==> src/rtl/sncv_pkg.sv <==
`timescale 1ns / 1ps

package sncv_pkg;

    // Segment limits of CC-ORG-UNIQUE[-CHECK]
    localparam int CC_CHARS         = 2;
    localparam int ORG_MIN_CHARS    = 2;
    localparam int ORG_MAX_CHARS    = 6;
    localparam int UNIQUE_MIN_CHARS = 8;
    localparam int UNIQUE_MAX_CHARS = 16;
    localparam int CHECK_MIN_CHARS  = 1;
    localparam int CHECK_MAX_CHARS  = 2;

    localparam logic [4:0] SEG_LEN_MAX   = 5'd31;
    localparam logic [6:0] TOTAL_LEN_MAX = 7'd127;

    localparam logic [5:0] MAX_LENGTH_RESET = 6'd32;

    // Segment indexes
    localparam logic [2:0] SEG_CC     = 3'd0;
    localparam logic [2:0] SEG_ORG    = 3'd1;
    localparam logic [2:0] SEG_UNIQUE = 3'd2;
    localparam logic [2:0] SEG_CHECK  = 3'd3;

    // ASCII codes
    localparam logic [7:0] CH_DASH = 8'h2D;
    localparam logic [7:0] CH_0    = 8'h30;
    localparam logic [7:0] CH_9    = 8'h39;
    localparam logic [7:0] CH_A    = 8'h41;
    localparam logic [7:0] CH_Z    = 8'h5A;

    // mod 97 by reciprocal: floor(x / 97) = (x * 676) >> 16 for x < 1024
    localparam logic [9:0] MOD97_RECIP = 10'd676;
    localparam logic [9:0] MOD97       = 10'd97;

    typedef enum logic [1:0] {
        STATUS_OK       = 2'd0,
        STATUS_EMPTY    = 2'd1,
        STATUS_TOO_LONG = 2'd2,
        STATUS_BAD      = 2'd3
    } status_t;

    typedef enum logic [1:0] {
        KIND_NONE  = 2'd0,
        KIND_LUHN  = 2'd1,
        KIND_MOD97 = 2'd2
    } kind_t;

    typedef struct packed {
        logic       is_dash;
        logic       is_upper;   // A-Z
        logic       is_digit;   // 0-9
        logic       crock_ok;   // upper-case Crockford Base32
        logic [4:0] crock_val;
        logic [5:0] mod_val;    // digit value, or letter - 'A' + 10
    } char_class_t;

    typedef struct packed {
        status_t status;
        kind_t   kind;
        logic    pass;
    } result_t;

    function automatic logic seg_len_ok(input logic [2:0] idx, input logic [4:0] len);
        logic ok;
        begin
            case (idx)
                SEG_CC:     ok = (len == 5'(CC_CHARS));
                SEG_ORG:    ok = (len >= 5'(ORG_MIN_CHARS)) && (len <= 5'(ORG_MAX_CHARS));
                SEG_UNIQUE: ok = (len >= 5'(UNIQUE_MIN_CHARS))
                                 && (len <= 5'(UNIQUE_MAX_CHARS));
                SEG_CHECK:  ok = (len >= 5'(CHECK_MIN_CHARS)) && (len <= 5'(CHECK_MAX_CHARS));
                default:    ok = 1'b0;
            endcase
            return ok;
        end
    endfunction

endpackage

==> src/rtl/sncv_char_class.sv <==
`timescale 1ns / 1ps

module sncv_char_class
    import sncv_pkg::*;
(
    input  logic [7:0]  char_code,
    output char_class_t cls
);

    logic [7:0] letter_k;
    logic [4:0] k;
    logic       skip_i;
    logic       skip_l;
    logic       skip_o;
    logic       skip_u;
    logic [4:0] letter_val;

    always_comb
    begin
        letter_k = char_code - CH_A;
        k        = letter_k[4:0];
        // I, L, O, U are dropped from the alphabet; later letters shift down
        skip_i   = (k > 5'd8);
        skip_l   = (k > 5'd11);
        skip_o   = (k > 5'd14);
        skip_u   = (k > 5'd20);
        letter_val = 5'd10 + k - 5'(skip_i) - 5'(skip_l) - 5'(skip_o) - 5'(skip_u);

        cls.is_dash  = (char_code == CH_DASH);
        cls.is_digit = (char_code >= CH_0) && (char_code <= CH_9);
        cls.is_upper = (char_code >= CH_A) && (char_code <= CH_Z);
        cls.crock_ok = cls.is_digit
                       || (cls.is_upper && (k != 5'd8) && (k != 5'd11)
                           && (k != 5'd14) && (k != 5'd20));
        if (cls.is_digit)
        begin
            cls.crock_val = 5'(char_code - CH_0);
            cls.mod_val   = 6'(char_code - CH_0);
        end
        else
        begin
            cls.crock_val = letter_val;
            cls.mod_val   = 6'd10 + {1'b0, k};
        end
    end

endmodule

==> src/rtl/sncv_string_state.sv <==
`timescale 1ns / 1ps

module sncv_string_state
    import sncv_pkg::*;
(
    input  logic        clk,
    input  logic        rst_n,
    input  logic        accept,
    input  logic        char_present,
    input  logic        last_char,
    input  char_class_t cls,
    input  logic [5:0]  max_length,
    output logic        res_valid,
    output result_t     res
);

    logic [2:0] seg_idx_reg,  seg_idx_next;
    logic [4:0] seg_len_reg,  seg_len_next;
    logic       bad_reg,      bad_next;
    logic [6:0] total_len_reg, total_len_next;
    logic [4:0] sum_even_reg, sum_even_next;
    logic [4:0] sum_odd_reg,  sum_odd_next;
    logic       parity_reg,   parity_next;
    logic [6:0] residue_reg,  residue_next;

    // values after this character, before the end-of-string clear
    logic [2:0] seg_idx_upd;
    logic [4:0] seg_len_upd;
    logic       bad_upd;
    logic [6:0] total_len_upd;
    logic [4:0] sum_even_upd;
    logic [4:0] sum_odd_upd;
    logic       parity_upd;
    logic [6:0] residue_upd;

    logic [4:0]  dbl;
    logic [9:0]  res_x;
    logic [19:0] quot_prod;
    logic [3:0]  quot;
    logic [9:0]  rem;
    logic        fmt_bad;
    logic [4:0]  luhn_sum;

    // residue step: 10r + d for digits, 100r + v == 3r + v (mod 97) for letters
    always_comb
    begin
        res_x     = 10'(residue_reg) * (cls.is_digit ? 10'd10 : 10'd3) + 10'(cls.mod_val);
        quot_prod = 20'(res_x) * 20'(MOD97_RECIP);
        quot      = quot_prod[19:16];
        rem       = res_x - 10'(quot) * MOD97;
        dbl       = {cls.crock_val[3:0], cls.crock_val[4]};  // 2d/32 + 2d%32
    end

    always_comb
    begin
        seg_idx_upd   = seg_idx_reg;
        seg_len_upd   = seg_len_reg;
        bad_upd       = bad_reg;
        total_len_upd = total_len_reg;
        sum_even_upd  = sum_even_reg;
        sum_odd_upd   = sum_odd_reg;
        parity_upd    = parity_reg;
        residue_upd   = residue_reg;

        if (char_present)
        begin
            if (total_len_reg != TOTAL_LEN_MAX)
            begin
                total_len_upd = total_len_reg + 7'd1;
            end
            if (cls.is_dash)
            begin
                if (!seg_len_ok(seg_idx_reg, seg_len_reg))
                begin
                    bad_upd = 1'b1;
                end
                if (seg_idx_reg >= SEG_CHECK)
                begin
                    bad_upd = 1'b1;
                end
                else
                begin
                    seg_idx_upd = seg_idx_reg + 3'd1;
                end
                seg_len_upd = 5'd0;
            end
            else
            begin
                if (seg_len_reg == SEG_LEN_MAX)
                begin
                    bad_upd = 1'b1;
                end
                else
                begin
                    seg_len_upd = seg_len_reg + 5'd1;
                end
                if (seg_idx_reg == SEG_CC)
                begin
                    if (!cls.is_upper)
                    begin
                        bad_upd = 1'b1;
                    end
                end
                else if (!cls.crock_ok)
                begin
                    bad_upd = 1'b1;
                end
                else
                begin
                    if (!parity_reg)
                    begin
                        sum_even_upd = sum_even_reg + dbl;
                        sum_odd_upd  = sum_odd_reg + cls.crock_val;
                    end
                    else
                    begin
                        sum_even_upd = sum_even_reg + cls.crock_val;
                        sum_odd_upd  = sum_odd_reg + dbl;
                    end
                    parity_upd  = !parity_reg;
                    residue_upd = rem[6:0];
                end
            end
        end
    end

    always_comb
    begin
        fmt_bad  = bad_upd || (seg_idx_upd < SEG_UNIQUE)
                   || !seg_len_ok(seg_idx_upd, seg_len_upd);
        luhn_sum = parity_upd ? sum_odd_upd : sum_even_upd;

        res.kind = KIND_NONE;
        res.pass = 1'b0;
        if (total_len_upd == 7'd0)
        begin
            res.status = STATUS_EMPTY;
        end
        else if (total_len_upd > {1'b0, max_length})
        begin
            res.status = STATUS_TOO_LONG;
        end
        else if (fmt_bad)
        begin
            res.status = STATUS_BAD;
        end
        else
        begin
            res.status = STATUS_OK;
            if (seg_idx_upd < SEG_CHECK)
            begin
                res.pass = 1'b1;
            end
            else if (seg_len_upd == 5'd1)
            begin
                res.kind = KIND_LUHN;
                res.pass = (luhn_sum == 5'd0);
            end
            else
            begin
                res.kind = KIND_MOD97;
                res.pass = (residue_upd == 7'd1);
            end
        end
        res_valid = accept && last_char;
    end

    always_comb
    begin
        seg_idx_next   = seg_idx_reg;
        seg_len_next   = seg_len_reg;
        bad_next       = bad_reg;
        total_len_next = total_len_reg;
        sum_even_next  = sum_even_reg;
        sum_odd_next   = sum_odd_reg;
        parity_next    = parity_reg;
        residue_next   = residue_reg;
        if (accept)
        begin
            if (last_char)
            begin
                seg_idx_next   = SEG_CC;
                seg_len_next   = 5'd0;
                bad_next       = 1'b0;
                total_len_next = 7'd0;
                sum_even_next  = 5'd0;
                sum_odd_next   = 5'd0;
                parity_next    = 1'b0;
                residue_next   = 7'd0;
            end
            else
            begin
                seg_idx_next   = seg_idx_upd;
                seg_len_next   = seg_len_upd;
                bad_next       = bad_upd;
                total_len_next = total_len_upd;
                sum_even_next  = sum_even_upd;
                sum_odd_next   = sum_odd_upd;
                parity_next    = parity_upd;
                residue_next   = residue_upd;
            end
        end
    end

    always_ff @(posedge clk or negedge rst_n)
    begin
        if (!rst_n)
        begin
            seg_idx_reg   <= SEG_CC;
            seg_len_reg   <= 5'd0;
            bad_reg       <= 1'b0;
            total_len_reg <= 7'd0;
            sum_even_reg  <= 5'd0;
            sum_odd_reg   <= 5'd0;
            parity_reg    <= 1'b0;
            residue_reg   <= 7'd0;
        end
        else
        begin
            seg_idx_reg   <= seg_idx_next;
            seg_len_reg   <= seg_len_next;
            bad_reg       <= bad_next;
            total_len_reg <= total_len_next;
            sum_even_reg  <= sum_even_next;
            sum_odd_reg   <= sum_odd_next;
            parity_reg    <= parity_next;
            residue_reg   <= residue_next;
        end
    end

    a_clear_after_last: assert property (@(posedge clk) disable iff (!rst_n)
        accept && last_char |=> (total_len_reg == 7'd0) && (seg_idx_reg == SEG_CC)
                                && (residue_reg == 7'd0))
        else $error("string state not cleared after end of string");

    a_seg_idx_range: assert property (@(posedge clk) disable iff (!rst_n)
        seg_idx_reg <= SEG_CHECK)
        else $error("segment index past check segment");

    a_hold_when_idle: assert property (@(posedge clk) disable iff (!rst_n)
        !accept |=> $stable(total_len_reg) && $stable(residue_reg))
        else $error("string state moved without an accepted word");

    a_residue_range: assert property (@(posedge clk) disable iff (!rst_n)
        residue_reg < 7'd97)
        else $error("residue not reduced mod 97");

endmodule

==> src/rtl/sncv_out_buf.sv <==
`timescale 1ns / 1ps

module sncv_out_buf
    import sncv_pkg::*;
(
    input  logic    clk,
    input  logic    rst_n,
    input  logic    push,
    input  result_t push_word,
    output logic    full,
    output logic    out_valid,
    input  logic    out_stall,
    output result_t out_word
);

    logic    out_valid_reg, out_valid_next;
    logic    skid_valid_reg, skid_valid_next;
    result_t out_word_reg, out_word_next;
    result_t skid_word_reg, skid_word_next;
    logic    take;

    always_comb
    begin
        take            = out_valid_reg && !out_stall;
        out_valid_next  = out_valid_reg;
        skid_valid_next = skid_valid_reg;
        out_word_next   = out_word_reg;
        skid_word_next  = skid_word_reg;
        if (skid_valid_reg)
        begin
            // input is stalled while the skid word waits
            if (take)
            begin
                out_word_next   = skid_word_reg;
                skid_valid_next = 1'b0;
            end
        end
        else if (push)
        begin
            if (!out_valid_reg || take)
            begin
                out_word_next  = push_word;
                out_valid_next = 1'b1;
            end
            else
            begin
                skid_word_next  = push_word;
                skid_valid_next = 1'b1;
            end
        end
        else if (take)
        begin
            out_valid_next = 1'b0;
        end
    end

    always_ff @(posedge clk or negedge rst_n)
    begin
        if (!rst_n)
        begin
            out_valid_reg  <= 1'b0;
            skid_valid_reg <= 1'b0;
        end
        else
        begin
            out_valid_reg  <= out_valid_next;
            skid_valid_reg <= skid_valid_next;
        end
    end

    always_ff @(posedge clk)
    begin
        out_word_reg  <= out_word_next;
        skid_word_reg <= skid_word_next;
    end

    assign full      = skid_valid_reg;
    assign out_valid = out_valid_reg;
    assign out_word  = out_word_reg;

    a_skid_behind_out: assert property (@(posedge clk) disable iff (!rst_n)
        skid_valid_reg |-> out_valid_reg)
        else $error("skid word held with empty output register");

    a_no_push_when_full: assert property (@(posedge clk) disable iff (!rst_n)
        push |-> !skid_valid_reg)
        else $error("result word pushed into full buffer");

    a_skid_drains: assert property (@(posedge clk) disable iff (!rst_n)
        skid_valid_reg && !out_stall |=> out_valid_reg && !skid_valid_reg)
        else $error("skid word not moved to output");

endmodule

==> src/rtl/serial_number_check_verifier.sv <==
`timescale 1ns / 1ps

// Channel  | handshake           | payload
// ---------+---------------------+------------------------------------
// input    | in_valid / in_stall | char_code, char_present, last_char
// output   | out_valid/out_stall | status, check_kind, check_pass
// config   | cfg_write           | cfg_data (max_length)
//
// One character word per cycle while in_stall is low; each accepted word updates the
// Luhn sums and mod-97 step, and a string's result is registered in the output buffer.
// rst_n clears all string state and sets max_length to 32.
// A two-word output buffer lets input flow while one result waits; in_stall rises
// only when both result slots are occupied.

module serial_number_check_verifier
    import sncv_pkg::*;
(
    input  logic       clk,
    input  logic       rst_n,
    input  logic       in_valid,
    output logic       in_stall,
    input  logic [7:0] char_code,
    input  logic       char_present,
    input  logic       last_char,
    output logic       out_valid,
    input  logic       out_stall,
    output logic [1:0] status,
    output logic [1:0] check_kind,
    output logic       check_pass,
    input  logic       cfg_write,
    input  logic [5:0] cfg_data
);

    logic [5:0]  max_length_reg, max_length_next;
    logic        accept;
    logic        buf_full;
    logic        res_valid;
    char_class_t cls;
    result_t     res;
    result_t     out_word;

    always_comb
    begin
        max_length_next = cfg_write ? cfg_data : max_length_reg;
    end

    always_ff @(posedge clk or negedge rst_n)
    begin
        if (!rst_n)
        begin
            max_length_reg <= MAX_LENGTH_RESET;
        end
        else
        begin
            max_length_reg <= max_length_next;
        end
    end

    assign in_stall = buf_full;
    assign accept   = in_valid && !buf_full;

    sncv_char_class u_char_class (
        .char_code (char_code),
        .cls       (cls)
    );

    sncv_string_state u_string_state (
        .clk          (clk),
        .rst_n        (rst_n),
        .accept       (accept),
        .char_present (char_present),
        .last_char    (last_char),
        .cls          (cls),
        .max_length   (max_length_reg),
        .res_valid    (res_valid),
        .res          (res)
    );

    sncv_out_buf u_out_buf (
        .clk       (clk),
        .rst_n     (rst_n),
        .push      (res_valid),
        .push_word (res),
        .full      (buf_full),
        .out_valid (out_valid),
        .out_stall (out_stall),
        .out_word  (out_word)
    );

    assign status     = out_word.status;
    assign check_kind = out_word.kind;
    assign check_pass = out_word.pass;

endmodule
==> config.mk <==
export PLATFORM = sky130hd
export DESIGN_NAME = serial_number_check_verifier
export DESIGN_NICKNAME = d
export VERILOG_FILES = /design/src/rtl/sncv_pkg.sv /design/src/rtl/sncv_char_class.sv /design/src/rtl/sncv_string_state.sv /design/src/rtl/sncv_out_buf.sv /design/src/rtl/serial_number_check_verifier.sv
export SDC_FILE = /design/constraint.sdc
export NUM_CORES = 1
export LEC_CHECK = 0
export BUFFER_PORTS_ARGS = -buffer_cell sky130_fd_sc_hd__buf_2
export CAP_MARGIN = 25
export CORE_MARGIN = 2
export CORE_UTILIZATION = 59
export CTS_BUF_LIST = sky130_fd_sc_hd__clkbuf_4
export DETAILED_ROUTE_END_ITERATION = 12
export GPL_ROUTABILITY_DRIVEN = 0
export GPL_TIMING_DRIVEN = 0
export PLACE_DENSITY_LB_ADDON = 0.25
export SLEW_MARGIN = 20
export SYNTH_ARGS = -nofsm -noshare
export SYNTH_HDL_FRONTEND = slang
export SYNTH_SLANG_ARGS = --single-unit
==> constraint.sdc <==
create_clock -name clk -period 7.95 [get_ports clk]
set_input_delay 0 -clock clk [delete_from_list [all_inputs] [get_ports clk]]
set_output_delay 0 -clock clk [all_outputs]
set_load 0.005 [all_outputs]
* Yosys cells after proc, flatten, opt, wreduce, memory -nomap -nowiden
Cells that the tools add are included. Widths: inputs -> output; s select.
Cells by class: add/sub/neg operators 17, multiply operators 3, magnitude comparators 24, eq/ne operators 19, multiplexer cells 69, bitwise gates (word level) 2, reductions and logical operators 34
Operator list (count):
- $mux 5 | 21
- $mux 7 | 8
- $mux 1 | 24
- $mux 3 | 8
- $add 5x5->5 | 4
- $sub 5x1->5 | 4
- $mul 10x8->18 const B | 1
- $gt 5x4->1 const B | 3
- $logic_and 1x1->1 | 15
- $ne 5x4->1 const B | 3
- $eq 3x2->1 const B | 4
- $mux 11 | 1
- $add 10x6->10 | 1
- $eq 5x2->1 const B | 2
- $ge 5x1->1 const B | 2
- $ge 5x2->1 const B | 2
- $ge 5x4->1 const B | 2
- $le 5x2->1 const B | 2
- $le 5x3->1 const B | 2
- $le 5x5->1 const B | 2
- $mul 7x10->10 | 1
- $reduce_and 3->1 | 3
- $eq 8x6->1 const B | 1
- $ge 8x6->1 const B | 1
- 34 further kinds | 51
Storage, ports and cells: flip-flop bits (word level) 52

* Depth between registers and ports, before layout
Gate-level depths: netlist of run 1.
depth after elaboration 24, depth in mapped cells 46

* Modules after synthesis
A second synthesis of run 1 with hierarchy kept.
Unflattened totals: cells, all modules 685, area, all modules 6262.3 um^2
Modules (own cells, without submodules):
- sncv_string_state | times used 1, cells an instance 546, area each 4738.3 um^2, seq. area each 850.8 um^2
- sncv_char_class | times used 1, cells an instance 97, area each 769.5 um^2, seq. area each 0.0 um^2
- sncv_out_buf | times used 1, cells an instance 28, area each 495.5 um^2, seq. area each 350.3 um^2
- serial_number_check_verifier | times used 1, cells an instance 14, area each 259.0 um^2, seq. area each 151.4 um^2

* Worst setup path after synthesis of run 1
No wires, ideal clock.
kind input to register, start point input char_code[0], end point register u_out_buf.out_word_reg, in the netlist u_out_buf.out_word[0], data pin, library setup time 266 ps, data arrival time 9525 ps, data required time 7684 ps, slack -1841 ps, cell stages on the path 43, buffers on the path 2, cells stage by stage clkbuf_1 inv_1 ha_1 or3b_2 nand3_1 a21oi_1 clkbuf_1 and2_1 ha_1 inv_1 fa_1 fa_1 inv_1 ha_1 o21ai_0 nand2b_1 a21o_1 a21o_1 [... 7 more ...] ha_1 ha_1 a21o_1 a21o_1 or3_1 o211ai_1 inv_1 ha_1 fa_1 fa_1 nor2b_1 nor3b_1 o21ai_0 xor2_1 xnor2_1 xnor3_1 a211oi_1 o31ai_1
RTL lines:
- from (decl) | line serial_number_check_verifier.sv:22 | input logic [7:0] char_code,
- to (signal assigned) | line sncv_out_buf.sv:73 | out_word_reg <= out_word_next;
- to (decl) | line sncv_out_buf.sv:18 | result_t out_word_reg, out_word_next;

==> results by group, run 1 <==
Worst setup path
  • Most Frequent Cell on Critical Path: ha_4
  • Crit path max fanout: 4
  • Worst reg-to-reg setup slack: -0.62 ns
  • Worst r2r src: u_string_state.residue_reg[1]
  • Worst R2R Path Depth: 39
  • Worst setup path class: in2reg
  • Startpoint types: input port
  • CP max stage cell: fa_1
  • CP arrival: a little under 9 ns
  • Largest stage delay, worst path: between 0.5 and 0.6 ns
  • Crit Reg-Reg Endpoint: u_out_buf.out_word[0]
  • Worst setup EP type: register
  • CP required: 8.10 ns

Status
  • Run status: complete, but fails checks
  • Failing checks: negative setup slack

Timing
  • Hold Slack: 0.0384 ns
  • RSZ-0062 raised after global routing: true
  • Fin. Hold Viols: 0
  • Setup Skew: ~0.014 ns
  • Fin. max-slew vios: 0
  • Rel. slew slack: 46.3%
  • Setup TNS: -2.47 ns
  • Tightest Pin Transition: between 0.8 and 0.9 ns
  • Final worst-path cycle share: 111%
  • Final Setup Violations: 5
  • Achievable Freq: about 110 MHz
  • Final worst slack: -0.847 ns
  • Fin crit period: 8.80 ns

Power and ir drop
  • Worst vdd ir: 135 uV
  • Lkg Pwr: approximately 3.8 nW
  • Pwr/cell area: approximately 150 nW/um^2
  • Power Total: 1.22 mW

Drt
  • 1st-pass router iterations: 5
  • # DRC: 0
  • Via/cell ratio: a little over 6
  • Initial DRC Count: 599
  • Total Wirelength: 18200 microns
  • Routed wire per std cell: approximately 18 microns
  • Routed Antenna Nets: 0
  • Vias post-DR: 6199

Clock network
  • Total CTS buffers: 5
  • Clock edge transition at the registers on the reported setup and hold paths: 0.15 ns
  • H-tree depth: 2
  • Clk Latency, worst-skew pair: roughly 0.40 ns
  • Clock Sinks: between 50 and 60
  • TritonCTS clock tree: done
  • Root Driver: clkbuf_4
  • Clock Path Buffers: 2

Synthesis
  • Synth warnings: 0
  • Register bit total from synthesis: 52
  • Yosys top cell by area: ha_1
  • Register area share after synthesis: between 20% and 30%
  • Ys flop type: dfrtp_1
  • Mapped Area: between 6000 and 7000 sq um
  • Synth Net Count: 926
  • Syn avg cell area: between 8 and 9 sq um
  • Synth top area share: a little over a fifth
  • Syn Inst Count: roughly 770
  • Largest cells by area after synthesis: ha_1 21%, dfrtp_1 16%, fa_1 7.0%
  • Count of cell types in the netlist: just under 80
  • Ys async rst share: approximately four fifths
  • Post-synth EDFFs: 10

Floorplan
  • Initial Util: approximately 60%
  • Row count: 38
  • # IOs: 28
  • Die width: approximately 110 microns
  • Die height: about 110 microns
  • DIE AREA: 12000 sq um
  • Core area: approximately 11000 sq um

Worst hold path
  • Hold_sp: cfg_write
  • Hold Path Class: in2reg
  • Hold path depth: 4
  • Hold path endpoint: max_length_reg[5]

Cells and area
  • Most common cell after layout, fill and taps aside: ha_1
  • Fillers: approximately 750
  • Commonest non-fill, non-tap cells in the layout: 87 x ha_1, 76 x inv_1, 70 x nand2_1, 43 x o21ai_0, 41 x dfrtp_1
  • ANT cells: 0
  • Fin nets: between 1k and 1.5k
  • Final instance area: 8020 sq um
  • Area Overhead vs Synth: 21.8%
  • Layout cell share with drive strength beyond 1: 20.8%
  • Final core occ: 73.7%

Global routing
  • First-pass GRT wire length: 28500 microns
  • Gr usage total: between 30% and 40%
  • Vias in the first global route: about 6.0k
  • Congestion Overflow GR: 0
  • Largest net degree at the start of global routing: 43
  • Initial antenna violation count: 0

Placement
  • Port Buffers: 26
  • Post-DP HPWL: 12300 microns
  • DP Area: between 7000 and 8000 sq um

Run
  • Max Cap Viol: 0
-- stage by stage --
stage	setup WS, ns	std cells
3_5_place_dp	-1.80	938
2_1_floorplan	-0.588	772
3_3_place_gp	-1.53	938
5_1_grt	-1.07	997
6_report	-0.847	997
4_1_cts	-0.619	989
-- where the power goes --
part / switching [mW] / total [mW] / internal [mW]
clock: 0.0921 / 0.163 / 0.0711
combinational: 0.412 / 0.730 / 0.318
sequential: 0.0273 / 0.331 / 0.304
total: 0.531 / 1.22 / 0.693
-- cell families after synthesis --
| kind of cell | synth area share, % |
|---|---|
| adder cells (fa/ha/maj) | 27.9 |
| multiplexers | 0.950 |
| XOR/XNOR | 5.80 |
| AND/OR/NAND/NOR | 18.1 |
| AO/OA/AOI/OAI | 19.7 |
| buffers and inverters | 6.99 |
| flip-flops | 20.5 |
-- synth_stat cells (8+ instances only) --
master and n:
a21o_1 17, nor3_1 12, nand3_1 17, ha_1 110, nor2b_1 8, edfxtp_1 10
inv_1 90, a21oi_1 37, o21ai_0 48, dfrtp_1 41, xor2_1 14, nand2_1 71
and2_1 19, clkbuf_1 23, a22o_1 13, fa_1 23, xnor2_1 27, nor4_1 10
a31oi_1 9, nor2_1 38, nand2b_1 13
-- metal layers --
layer,wire length [microns],global-route usage [%],part of all wire (%),up-vias
li1,-,-,-,2897
met1,7530,39.8,41,2965
met2,8720,49.1,48,273
met3,1140,4.03,6.2,64
met4,792,13.0,4.4,0
met5,0,0.446,0,-
-- timing repair --
action | in CTS | in global routing
buffers inserted | 33 | 8
setup endpoints to repair | 8 | 7
gates resized for setup | 39 | 32
hold endpoints to repair | 49 | 0
hold buffers | 10 | 0
pin swaps | 39 | 25
-- how the worst max path moves through the flow --
stage	start	to	depth (start not counted)
after detailed placement	char_code[1]	u_out_buf.out_word[0]	40
after floorplan	char_code[0]	u_out_buf.out_word[0]	42
after CTS	char_code[0]	u_out_buf.out_word[0]	44
after global placement	char_code[0]	u_out_buf.out_word[0]	41
after global routing	char_code[0]	u_out_buf.out_word[0]	47
final	char_code[0]	u_out_buf.out_word[0]	47
-- cell type report --
| type | count | area, sq um | share of cell area, % |
|---|---|---|---|
| multi-input cells | 601 | 5320 | 66.3 |
| flip-flops and latches | 52 | 1350 | 16.9 |
| repair buffers | 77 | 572 | 7.13 |
| inverters | 90 | 345 | 4.31 |
| well taps | 140 | 175 | 2.18 |
| plain buffers | 29 | 174 | 2.17 |
| clock buffers | 6 | 45.0 | 0.562 |
| clock inverters | 2 | 38.8 | 0.484 |
-- critical path: cells and delay by family --
kind            cells  cell delay [ns]
fa+ha+maj          10             3.12
buf+inv            15             1.58
simple gates        6             1.17
compound gates     12             2.03
xor+xnor            4             1.04
No activity file was read; power rests on OpenSTA's default activity.
==> inputs of run 2 (changes only) <==
Settings changed: CAP_MARGIN 25 to unset, CORE_MARGIN 2 to 8.
==> run 2 against run 1 <==
Effect of this change: the flow still finishes with violations (negative setup slack); largest power group unchanged; maximum frequency grew 3.1%; non-clock buffer count decreased by 5; die area increased by 23%; sequential power is essentially flat; critical endpoint unchanged; power shrank 1.4%; global-route usage shrank 6.6 points; sequential share of layout area grew 0.24 points; design area fell by 1.4%; flip-flop and latch count unchanged; critical path depth decreased by 4.
==> results by group, run 2 (synthesis gave the netlist of run 1 again) <==
Status
  • Run status: complete, but fails checks
  • Failing checks: negative setup slack

Floorplan
  • Die width: roughly 120 microns
  • Core area: between 10000 and 15000 sq um
  • Initial Util: 60.5%
  • Die height: ~120 microns
  • DIE AREA: approximately 15000 sq um
  • # IOs: 28
  • Row count: 38

Global routing
  • Largest net degree at the start of global routing: 43
  • Congestion Overflow GR: 0
  • Initial antenna violation count: 0
  • Gr usage total: 23.4%
  • First-pass GRT wire length: roughly 29000 microns
  • Vias in the first global route: slightly above 6k

Timing
  • Fin. max-slew vios: 0
  • Rel. slew slack: between 30% and 40%
  • Final worst slack: -0.583 ns
  • Final worst-path cycle share: 107%
  • Tightest Pin Transition: approximately 0.95 ns
  • Final Setup Violations: 3
  • Achievable Freq: 117 MHz
  • Fin. Hold Viols: 0
  • RSZ-0062 raised after global routing: true
  • Hold Slack: ~0.053 ns
  • Setup Skew: 0.0174 ns
  • Fin crit period: approximately 8.5 ns

Cells and area
  • Final core occ: slightly above 70%
  • Fin nets: 1005
  • Most common cell after layout, fill and taps aside: ha_1
  • ANT cells: 0
  • Commonest non-fill, non-tap cells in the layout: 90 x ha_1, 76 x inv_1, 70 x nand2_1, 44 x o21ai_0, 41 x dfrtp_1
  • Final instance area: a little under 8000 sq um
  • Area Overhead vs Synth: 20.1%
  • Layout cell share with drive strength beyond 1: about a fifth

Placement
  • Port Buffers: 26
  • Post-DP HPWL: roughly 13000 microns
  • DP Area: 7150 sq um
  • Setup Slack @ Placement: -1.80 ns

Power and ir drop
  • Pint: 0.685 mW
  • Sw Ratio: a little over two fifths
  • Power share of the sequential group: between 20% and 30%
  • Clock share of power: 13.1%
  • Power Total: approximately 1.2 mW
  • Pwr/cell area: ~150 nW/um^2
  • Worst vdd ir: 132 uV
  • NetSw: approximately 0.52 mW
  • Lkg Pwr: 3.76 nW
  • Combinational cell fraction of total power: about three fifths

Drt
  • Routed wire per std cell: 17.5 microns
  • # DRC: 0
  • Initial DRC Count: about 560
  • Routed Antenna Nets: 0
  • Vias post-DR: slightly above 6k
  • Total Wirelength: ~17000 microns
  • Via/cell ratio: approximately 6
  • 1st-pass router iterations: 5

Clock network
  • TritonCTS clock tree: done
  • Clock Path Buffers: 2
  • H-tree depth: 2
  • Clk Latency, worst-skew pair: between 0.3 and 0.4 ns
  • Total CTS buffers: 5
  • Clock edge transition at the registers on the reported setup and hold paths: approximately 0.16 ns
  • Root Driver: clkbuf_4
  • Clock Sinks: between 50 and 60

Worst setup path
  • Levels on crit path: 43
  • Worst setup path class: in2reg
  • Startpoint types: input port
  • CP required: about 8.2 ns
  • CP arrival: ~8.7 ns
  • Largest stage delay, worst path: about 0.56 ns
  • Worst R2R Path Depth: 35
  • CP max stage cell: fa_2
  • CP top delay family: adder cells
  • Most Frequent Cell on Critical Path: ha_4
  • Crit path max fanout: 5
  • Crit path buf inv count: 13
  • Worst setup EP type: register

Worst hold path
  • Hold Path Class: in2reg
  • Hold path depth: 4

Run
  • Max Cap Viol: 0
-- run 2: stage by stage --
step / instances / setup TNS [ns]
2_1_floorplan: 772 / -1.46
3_3_place_gp: 938 / -7.05
3_5_place_dp: 938 / -8.99
4_1_cts: 985 / -1.17
5_1_grt: 992 / -2.35
6_report: 992 / -1.36
-- run 2: cell type report --
cell class | count | area [sq um]
plain buffers | 29 | 176
clock buffers | 6 | 45.0
clock inverters | 2 | 38.8
fillers | 793 | 2980
inverters | 90 | 350
multi-input cells | 601 | 5250
flip-flops and latches | 52 | 1350
well taps | 140 | 175
repair buffers | 72 | 517
-- run 2: final timing paths --
kind,from,endpoint,slack (ns)
worst max-delay path,char_code[0],u_out_buf.out_word[0],-0.58
worst min register to register,max_length_reg[5],max_length_reg[5],0.52
worst max register to register,u_string_state.residue_reg[0],u_out_buf.out_word[0],-0.34
max in group asynchronous,rst_n,u_string_state.residue_reg[5],7.07
min in group asynchronous,rst_n,u_string_state.seg_idx_reg[1],0.27
worst min-delay path,cfg_write,max_length_reg[5],0.05
-- run 2: power groups by stage --
stage / clock (mW) / sequential [mW] / combinational [mW]
after floorplan: 0 / 0.330 / 0.485
after global placement: 0 / 0.333 / 0.612
after detailed placement: 0 / 0.335 / 0.650
after CTS: 0.161 / 0.330 / 0.684
after global routing: 0.171 / 0.335 / 0.804
final: 0.159 / 0.331 / 0.717
-- run 2: what timing repair did --
action	in CTS	in global routing
resized for setup	33	27
gates cloned	0	0
buffers inserted	29	7
hold buffers	10	0
hold endpoints to repair	49	0
pin swaps	27	17
setup endpoints to repair	8	7
-- run 2: worst register-to-register path: cells and delay by family (launching register included) --
kind / cells / cell delay (ns)
buf+inv: 9 / 0.78
compound gates: 6 / 1.12
xor+xnor: 2 / 0.56
fa+ha+maj: 12 / 4.02
simple gates: 6 / 1.18
flops: 1 / 0.46
-- run 2: layer usage --
layer	GRT usage, %	vias to the layer above	wire (microns)
li1	-	2873	-
met5	0	-	0
met4	6.63	0	329
met2	39.8	181	8640
met1	30.4	2972	7650
met3	3.10	26	758
